File: config.mk
export PLATFORM = sky130hd
export DESIGN_NAME = sign_magnitude_wide_alu_flat
export DESIGN_NICKNAME = d
export VERILOG_FILES = /design/src/rtl/core/smwa_pkg.sv /design/src/rtl/core/smwa_if.sv /design/src/rtl/core/smwa_ctrl.sv /design/src/rtl/core/smwa_dp.sv /design/src/rtl/core/sign_magnitude_wide_alu.sv /design/src/flat_wrapper.sv
export SDC_FILE = /design/constraint.sdc
export NUM_CORES = 2
export LEC_CHECK = 0
export BUFFER_PORTS_ARGS = -buffer_cell sky130_fd_sc_hd__clkbuf_2
export CORE_MARGIN = 2
export CORE_UTILIZATION = 40
export DETAILED_ROUTE_END_ITERATION = 12
export GPL_TIMING_DRIVEN = 1
export HOLD_SLACK_MARGIN = 0.02
export PLACE_DENSITY = 0.54
export SLEW_MARGIN = 20
export SYNTH_ARGS = -nofsm -noshare
export SYNTH_HDL_FRONTEND = slang
export SYNTH_SLANG_ARGS = --single-unit
File: constraint.sdc
create_clock -name clk -period 7.7 [get_ports clk]
set_input_delay 0 -clock clk [delete_from_list [all_inputs] [get_ports clk]]
set_output_delay 0 -clock clk [all_outputs]
set_load 0.02 [all_outputs]
File: src/rtl/core/smwa_pkg.sv
`timescale 1ns / 1ps
`default_nettype none
// ----------------------------------------------------------------------------
// smwa_pkg
// shared types and constants for the sign-magnitude wide alu
// ----------------------------------------------------------------------------
package smwa_pkg;

  localparam int OPERAND_BYTES = 8;
  localparam int MAG_W = OPERAND_BYTES * 8;
  localparam int CNT_W = $clog2(MAG_W + 1);
  localparam int BYTE_CNT_W = $clog2(OPERAND_BYTES + 1);

  typedef enum logic [2:0] {
    MODE_ADD = 3'd0,
    MODE_SUB = 3'd1,
    MODE_MUL = 3'd2,
    MODE_DIV = 3'd3,
    MODE_CMP = 3'd4
  } mode_t;

  localparam logic [1:0] CMP_LESS    = 2'd0;
  localparam logic [1:0] CMP_EQUAL   = 2'd1;
  localparam logic [1:0] CMP_GREATER = 2'd2;

  localparam logic [1:0] ERR_OK       = 2'd0;
  localparam logic [1:0] ERR_OVERFLOW = 2'd1;
  localparam logic [1:0] ERR_DIV_ZERO = 2'd2;

  typedef enum logic [1:0] {
    ST_IDLE,
    ST_ITER,
    ST_DONE
  } state_t;

  typedef struct packed {
    logic load;
    logic step;
    logic finish;
  } dp_cmd_t;

  typedef struct packed {
    logic iterative;
    logic last;
  } dp_status_t;

  typedef struct packed {
    logic [2:0]       mode;
    logic             a_negative;
    logic [63:0]      a_magnitude;
    logic             b_negative;
    logic [63:0]      b_magnitude;
  } in_item_t;

  typedef struct packed {
    logic        result_negative;
    logic [63:0] result_magnitude;
    logic [1:0]  compare_result;
    logic [1:0]  error_code;
  } out_item_t;

  // byte count up to and including highest nonzero byte
  function automatic logic [BYTE_CNT_W-1:0] sig_bytes(input logic [MAG_W-1:0] v);
    logic [BYTE_CNT_W-1:0] n;
    n = '0;
    for (int i = 0; i < OPERAND_BYTES; i++) begin
      if (v[i*8 +: 8] != 8'd0) n = BYTE_CNT_W'(i + 1);
    end
    return n;
  endfunction

endpackage : smwa_pkg
`default_nettype wire

File: src/rtl/core/smwa_if.sv
`timescale 1ns / 1ps
`default_nettype none
// ----------------------------------------------------------------------------
// smwa_in_if / smwa_out_if
// valid/ready channels for operand items and result items
// ----------------------------------------------------------------------------
interface smwa_in_if;
  logic             valid;
  logic             ready;
  smwa_pkg::in_item_t data;
  modport source (output valid, output data, input ready);
  modport sink   (input valid, input data, output ready);
endinterface : smwa_in_if

interface smwa_out_if;
  logic              valid;
  logic              ready;
  smwa_pkg::out_item_t data;
  modport source (output valid, output data, input ready);
  modport sink   (input valid, input data, output ready);
endinterface : smwa_out_if
`default_nettype wire

File: src/rtl/core/smwa_ctrl.sv
`timescale 1ns / 1ps
`default_nettype none
// ----------------------------------------------------------------------------
// smwa_ctrl
// sequencer: accepts an item, runs iterations, holds result until transfer
// ----------------------------------------------------------------------------
module smwa_ctrl (
  input  wire logic                 clk,
  input  wire logic                 rst_n,
  input  wire logic                 in_valid,
  output logic                      in_ready,
  output logic                      out_valid,
  input  wire logic                 out_ready,
  output smwa_pkg::dp_cmd_t         cmd,
  input  wire smwa_pkg::dp_status_t status
);
  import smwa_pkg::*;

  state_t state_r, state_nxt;

  // state register
  always_ff @(posedge clk) begin
    if (!rst_n) state_r <= ST_IDLE;
    else        state_r <= state_nxt;
  end

  // next state and commands
  always_comb begin
    state_nxt  = state_r;
    in_ready   = 1'b0;
    out_valid  = 1'b0;
    cmd        = '0;
    case (state_r)
      ST_IDLE: begin
        in_ready = 1'b1;
        if (in_valid) begin
          cmd.load  = 1'b1;
          state_nxt = ST_ITER;
        end
      end
      ST_ITER: begin
        if (status.iterative && !status.last) begin
          cmd.step = 1'b1;
        end else begin
          if (status.iterative) cmd.step = 1'b1;
          cmd.finish = 1'b1;
          state_nxt  = ST_DONE;
        end
      end
      ST_DONE: begin
        out_valid = 1'b1;
        if (out_ready) state_nxt = ST_IDLE;
      end
      default: state_nxt = ST_IDLE;
    endcase
  end

  // one transfer in flight at most
  a_excl: assert property (@(posedge clk) disable iff (!rst_n)
    !(in_ready && out_valid)) else $error("in_ready with out_valid");
  a_load_idle: assert property (@(posedge clk) disable iff (!rst_n)
    cmd.load |=> state_r == ST_ITER) else $error("load did not start work");
  a_done_hold: assert property (@(posedge clk) disable iff (!rst_n)
    (out_valid && !out_ready) |=> out_valid) else $error("result dropped");
endmodule : smwa_ctrl
`default_nettype wire

File: src/rtl/core/smwa_dp.sv
`timescale 1ns / 1ps
`default_nettype none
// ----------------------------------------------------------------------------
// smwa_dp
// datapath: add/sub/compare in one step, shift-add multiply and restoring
// divide one bit per cycle
// ----------------------------------------------------------------------------
module smwa_dp (
  input  wire logic                 clk,
  input  wire smwa_pkg::in_item_t   in_data,
  input  wire smwa_pkg::dp_cmd_t    cmd,
  output smwa_pkg::dp_status_t      status,
  output smwa_pkg::out_item_t       out_data
);
  import smwa_pkg::*;

  logic [2:0]       mode_r;
  logic             an_r, bn_r;
  logic [MAG_W-1:0] am_r, bm_r;
  logic [MAG_W-1:0] acc_r;     // product or remainder
  logic [MAG_W-1:0] q_r;       // multiplier shifter or quotient
  logic [CNT_W-1:0] cnt_r;
  logic             skip_r;    // error detected at load, no iteration
  out_item_t        res_r;
  out_item_t        res_nxt;

  logic [MAG_W-1:0] am_in, bm_in;
  logic             mul_ovf;

  assign am_in   = in_data.a_magnitude[MAG_W-1:0];
  assign bm_in   = in_data.b_magnitude[MAG_W-1:0];
  assign mul_ovf = ({1'b0, sig_bytes(am_in)} + {1'b0, sig_bytes(bm_in)})
                   > (BYTE_CNT_W+1)'(OPERAND_BYTES);

  assign status.iterative = (mode_r == MODE_MUL || mode_r == MODE_DIV) && !skip_r;
  assign status.last      = cnt_r == CNT_W'(MAG_W - 1);

  // single-step ops
  logic             same_sign;
  logic [MAG_W:0]   sum;
  logic             a_ge_b;
  logic [MAG_W-1:0] diff_ab, diff_ba;
  logic             eff_bn, aneg, bneg;
  logic [1:0]       cmp;
  assign eff_bn    = (mode_r == MODE_SUB) ? !bn_r : bn_r;
  assign same_sign = an_r == eff_bn;
  assign sum       = {1'b0, am_r} + {1'b0, bm_r};
  assign a_ge_b    = am_r >= bm_r;
  assign diff_ab   = am_r - bm_r;
  assign diff_ba   = bm_r - am_r;
  assign aneg      = an_r && (am_r != '0);
  assign bneg      = bn_r && (bm_r != '0);
  always_comb begin
    if (aneg != bneg)        cmp = aneg ? CMP_LESS : CMP_GREATER;
    else if (am_r == bm_r)   cmp = CMP_EQUAL;
    else if ((am_r > bm_r) != aneg) cmp = CMP_GREATER;
    else                     cmp = CMP_LESS;
  end

  // one iteration step
  logic [MAG_W:0]   rem_sh;
  logic [MAG_W:0]   rem_sub;
  assign rem_sh  = {acc_r, q_r[MAG_W-1]};
  assign rem_sub = rem_sh - {1'b0, bm_r};

  // registers
  always_ff @(posedge clk) begin
    if (cmd.load) begin
      mode_r <= in_data.mode;
      an_r   <= in_data.a_negative;
      bn_r   <= in_data.b_negative;
      am_r   <= am_in;
      bm_r   <= bm_in;
      acc_r  <= '0;
      cnt_r  <= '0;
      q_r    <= (in_data.mode == MODE_DIV) ? am_in : bm_in;
      skip_r <= (in_data.mode == MODE_MUL) ? mul_ovf
              : (in_data.mode == MODE_DIV) ? (bm_in == '0) : 1'b0;
    end else if (cmd.step) begin
      cnt_r <= cnt_r + 1'b1;
      if (mode_r == MODE_MUL) begin
        // msb-first shift-add, product fits by the byte check
        acc_r <= (acc_r << 1) + (q_r[MAG_W-1] ? am_r : '0);
        q_r   <= q_r << 1;
      end else begin
        if (!rem_sub[MAG_W]) begin
          acc_r <= rem_sub[MAG_W-1:0];
          q_r   <= {q_r[MAG_W-2:0], 1'b1};
        end else begin
          acc_r <= rem_sh[MAG_W-1:0];
          q_r   <= {q_r[MAG_W-2:0], 1'b0};
        end
      end
    end
  end

  // final result, takes the stepped values on the last step
  logic [MAG_W-1:0] mul_fin, div_fin;
  assign mul_fin = (acc_r << 1) + (q_r[MAG_W-1] ? am_r : '0);
  assign div_fin = {q_r[MAG_W-2:0], !rem_sub[MAG_W]};

  always_comb begin
    res_nxt = '0;
    case (mode_r)
      MODE_ADD, MODE_SUB: begin
        if (same_sign) begin
          if (sum[MAG_W]) begin
            res_nxt.error_code = ERR_OVERFLOW;
          end else begin
            res_nxt.result_magnitude = 64'(sum[MAG_W-1:0]);
            res_nxt.result_negative  = an_r && (sum[MAG_W-1:0] != '0);
          end
        end else if (a_ge_b) begin
          res_nxt.result_magnitude = 64'(diff_ab);
          res_nxt.result_negative  = an_r && (diff_ab != '0);
        end else begin
          res_nxt.result_magnitude = 64'(diff_ba);
          res_nxt.result_negative  = eff_bn;
        end
      end
      MODE_MUL: begin
        if (skip_r) res_nxt.error_code = ERR_OVERFLOW;
        else begin
          res_nxt.result_magnitude = 64'(mul_fin);
          res_nxt.result_negative  = (an_r != bn_r) && (mul_fin != '0);
        end
      end
      MODE_DIV: begin
        if (skip_r) res_nxt.error_code = ERR_DIV_ZERO;
        else begin
          res_nxt.result_magnitude = 64'(div_fin);
          res_nxt.result_negative  = (an_r != bn_r) && (div_fin != '0);
        end
      end
      MODE_CMP: res_nxt.compare_result = cmp;
      default: ;
    endcase
  end

  // result register
  always_ff @(posedge clk) begin
    if (cmd.finish) res_r <= res_nxt;
  end

  assign out_data = res_r;

  a_zero_pos: assert property (@(posedge clk)
    $past(cmd.finish) |-> !(res_r.result_negative && res_r.result_magnitude == '0))
    else $error("negative zero result");
  a_err_zero: assert property (@(posedge clk)
    $past(cmd.finish) && res_r.error_code != ERR_OK |-> res_r.result_magnitude == '0)
    else $error("error with nonzero magnitude");
  a_cmp_only: assert property (@(posedge clk)
    $past(cmd.finish) && $past(mode_r) != MODE_CMP |-> res_r.compare_result == CMP_LESS)
    else $error("compare code outside compare mode");
endmodule : smwa_dp
`default_nettype wire

File: src/rtl/core/sign_magnitude_wide_alu.sv
`timescale 1ns / 1ps
`default_nettype none
// ----------------------------------------------------------------------------
// sign_magnitude_wide_alu
// sign-magnitude add, subtract, multiply, divide and compare on 64-bit
// magnitudes
// ----------------------------------------------------------------------------
//  channel | direction | payload
//  in      | sink      | mode, a_negative, a_magnitude, b_negative, b_magnitude
//  out     | source    | result_negative, result_magnitude, compare_result,
//          |           | error_code
//
//  add, subtract, compare and error cases: the sequencer passes through
//  ITER once and the registered result is valid in DONE; multiply and
//  divide: the sequencer stays in ITER for one magnitude bit per cycle
//  through the shared shift-add / restoring-subtract datapath, then the
//  result is valid in DONE.
//  one item in flight; in_ready is low until the result is transferred.
//  rst_n is synchronous, active low, and returns the sequencer to idle.
// ----------------------------------------------------------------------------
module sign_magnitude_wide_alu (
  input  wire logic clk,
  input  wire logic rst_n,
  smwa_in_if.sink   in_ch,
  smwa_out_if.source out_ch
);
  import smwa_pkg::*;

  dp_cmd_t    cmd;
  dp_status_t status;

  smwa_ctrl u_ctrl (
    .clk       (clk),
    .rst_n     (rst_n),
    .in_valid  (in_ch.valid),
    .in_ready  (in_ch.ready),
    .out_valid (out_ch.valid),
    .out_ready (out_ch.ready),
    .cmd       (cmd),
    .status    (status)
  );

  smwa_dp u_dp (
    .clk      (clk),
    .in_data  (in_ch.data),
    .cmd      (cmd),
    .status   (status),
    .out_data (out_ch.data)
  );
endmodule : sign_magnitude_wide_alu
`default_nettype wire
File: src/flat_wrapper.sv
// flat-port wrapper written by rule: the top's interface ports become plain ports
module sign_magnitude_wide_alu_flat import smwa_pkg::*;
  (clk, rst_n, in_ch_valid, in_ch_data, in_ch_ready, out_ch_valid, out_ch_data, out_ch_ready);
  smwa_in_if in_ch_i ();
  smwa_out_if out_ch_i ();
  input  wire logic clk;
  input  wire logic rst_n;
  input wire logic [$bits(in_ch_i.valid)-1:0] in_ch_valid;
  input wire logic [$bits(in_ch_i.data)-1:0] in_ch_data;
  output wire logic [$bits(in_ch_i.ready)-1:0] in_ch_ready;
  output wire logic [$bits(out_ch_i.valid)-1:0] out_ch_valid;
  output wire logic [$bits(out_ch_i.data)-1:0] out_ch_data;
  input wire logic [$bits(out_ch_i.ready)-1:0] out_ch_ready;
  assign in_ch_i.valid = in_ch_valid;
  assign in_ch_i.data = in_ch_data;
  assign in_ch_ready = in_ch_i.ready;
  assign out_ch_valid = out_ch_i.valid;
  assign out_ch_data = out_ch_i.data;
  assign out_ch_i.ready = out_ch_ready;
  sign_magnitude_wide_alu u_core (.clk(clk), .rst_n(rst_n), .in_ch(in_ch_i), .out_ch(out_ch_i));
endmodule
==> impl_results.md <==
* Post-CTS Hold Buffers at 138
* Initial core utilization at 0.4047
* Chip height at 311.5 um
* Share of layout cells above drive strength 1 at 0.08833
* Post-synth EDFFs at 267
* Most common cell in the netlist: a21oi_1
* GRT overflow at 0
* Vias per cell at 6.688
* Period utilisation layout at 0.9489
* Cell Rows at 112
* Cell variety after synth at 107
* Vias in the first global route at 39,130
* Total track usage at 0.4088
* H-tree lvl count at 2
* Crit path kind: reg -> reg
* TritonCTS sink count at 340
* Post-synthesis net count at 5,371
* Asr flop ratio synth at 0
* Worst-Margin Slew at 1200 ps
* Initial antenna violation count at 11
* Post-DRT Antenna Nets at 0
* Post-layout util at 0.4577
* Hold Path Class: in -> reg
* Pin count of the biggest net entering global routing at 155
* RSZ-0062 raised after global routing: no
* Slew margin rel. at 0.1924
* Crit path max fanout at 61
* # port buffers at 207
* Detailed Route WL at 208.2 mm
* Clock transition at path regs at 60 ps
* Synthesis warning total at 0
* Hold Violations, Final at 0
* CORE AREA at 93,470 um2
* Drt initial violations at 6,645
* DIE WIDTH at 311.5 um
* Fin. max-slew vios at 0
* Flops & latches, synth at 340
* Total CTS buffers at 45
* VDD IR max at 191.0 uV
* Gp weighted congestion at 1.069
* Final net count at 5,557
* Static Leak at 17.14 nW
* Pwr Density at 190.7 nW/um2
* Count of final setup violators at 0
* Worst-Skew Late Latency at 660 ps
* Synth area leaders: edfxtp_1, ha_1, a21oi_1
* DR vias at 42,650
* Setup tns final at 0 ps
* Synth area leader: edfxtp_1
* Area growth syn-to-layout at 13.10%
* Ports at 208
* Mapped Cells at 4,895
* Clock skew at 56.50 ps
* Max-cap violations at 0
* Setup slack at placement at 765.4 ps
* Peak Freq at 136.9 MHz
* First-pass GRT wire length at 287.8 mm
* Syn Area/Cell at 7.727 um2
* Detail Placement HPWL at 168.0 mm
* WL/cell at 32.64 um
* Synthesized cell area at 37,830 um2
* Fin crit period at 7307 ps
* CTS tree: done
* DRC at 0
* Setup crit start kind: register
* Final worst setup slack at 393.4 ps
* Clock buffer depth at 3
* Synth top cells by count: a21oi_1, nor2_1, nand2_1, o21ai_0, ha_1
* CP required at 8050 ps
* Share of the synthesized area in the top cell type at 0.2120
* CP arrival at 7650 ps
* Top FF cell, synth: edfxtp_1
* Drt first pass iters at 8
* Status: finished clean
* Die area at 97,040 um2
* Root Buffer Master: clkbuf_16
* Post-CTS sizing at 0
* Worst setup EP type: register
* Setup Fix Bufs, Post-CTS at 0
* Sequential fraction of the synthesis area at 0.2506
==> registers in the layout (all words and copies together) (netlist names) <==
register,count
u_core.u_ctrl.state_r,2
u_core.u_dp.acc_r,64
u_core.u_dp.am_r,64
u_core.u_dp.an_r,1
u_core.u_dp.bm_r,64
u_core.u_dp.bn_r,1
u_core.u_dp.cnt_r,7
u_core.u_dp.mode_r,3
u_core.u_dp.out_data,69
u_core.u_dp.q_r,64
u_core.u_dp.skip_r,1
==> worst max-delay path: stages, from the launching register on <==
cell and delay [ps]:
edfxtp_1 580, inv_2 120, buf_4 780, nor2_1 530, ha_1 560, a211oi_1 300, nor2_1 80, a311oi_1 270
nor3b_2 620, a21oi_1 270, nor3_1 700, o31ai_1 220, xnor2_1 300, or4_1 570, nor4_1 440, nand4b_1 170
nand4b_1 310, o21ai_1 120
==> final timing paths <==
kind                        start                  endpoint  slack, ps  cells past startpoint
max           u_core.u_dp.q_r[63]  u_core.u_dp.out_data[68]        390                     17
min                in_ch_data[64]          u_core.u_dp.bn_r         80                      2
max reg2reg   u_core.u_dp.q_r[63]  u_core.u_dp.out_data[68]        390                     17
min reg2reg  u_core.u_dp.cnt_r[1]      u_core.u_dp.cnt_r[1]        480                      2
==> metal layers <==
metal | share of wire | global-route usage | vias to the layer above
li1 | - | - | 18650
met1 | 0.42 | 0.5702 | 20800
met2 | 0.40 | 0.5730 | 2820
met3 | 0.13 | 0.1376 | 379
met4 | 0.046 | 0.1634 | 6
met5 | 0.00017 | 0 | -
==> where the power goes <==
group / switching, mW / leakage [nW] / internal (mW)
combinational: 2.53 / 13.3 / 1.03
clock: 0.989 / 0.714 / 1.26
sequential: 0.190 / 3.15 / 2.16
==> layout make-up <==
type | instances | area [um2]
Antenna cell | 7 | 17.52
Multi-Input combinational cell | 4032 | 26310
Tap cell | 1254 | 1569
Clock inverter | 29 | 336.6
Clock buffer | 54 | 1160
Timing Repair Buffer | 416 | 2975
Sequential cell | 340 | 9479
Fill cell | 9654 | 50690
Inverter | 246 | 929.6
==> kinds of logic after synthesis <==
logic type	share of synthesized area
XOR/XNOR	0.05835
flip-flops	0.2506
buffers and inverters	0.05617
adder cells (fa/ha/maj)	0.1133
AND/OR/NAND/NOR	0.2065
AO/OA/AOI/OAI	0.2921
multiplexers	0.02296
==> stage by stage <==
step / cell area (um2) / instances / hold slack, ps / power, mW
after floorplan: 37830 / 4895 / 98.87 / 4.307
after global placement: 39850 / 6150 / 178.8 / 5.701
after detailed placement: 39860 / 6150 / 178.7 / 5.663
after CTS: 42740 / 6371 / 61.11 / 7.952
after global routing: 42760 / 6371 / 92.31 / 8.352
final: 42780 / 6378 / 82.03 / 8.159
==> cells in the final DEF, fill, tap and decap left out, types with 45 or more instances in the layout <==
| master | n |
|---|---|
| a211oi_1 | 69 |
| a21o_1 | 96 |
| a21oi_1 | 539 |
| a22oi_1 | 47 |
| a31oi_1 | 48 |
| buf_4 | 69 |
| clkbuf_16 | 45 |
| clkbuf_2 | 207 |
| dfxtp_1 | 73 |
| dlygate4sd3_1 | 138 |
| edfxtp_1 | 267 |
| ha_1 | 333 |
| inv_1 | 228 |
| mux2i_1 | 80 |
| nand2_1 | 446 |
| nand3_1 | 98 |
| nand4_1 | 112 |
| nor2_1 | 457 |
| nor2b_1 | 45 |
| nor3_1 | 109 |
| nor4_1 | 112 |
| o211ai_1 | 60 |
| o21ai_0 | 340 |
| o21ai_1 | 45 |
| o21bai_1 | 84 |
| o22ai_1 | 69 |
| xnor2_1 | 181 |
| xor2_1 | 69 |
(Power assumes the default switching activity.)
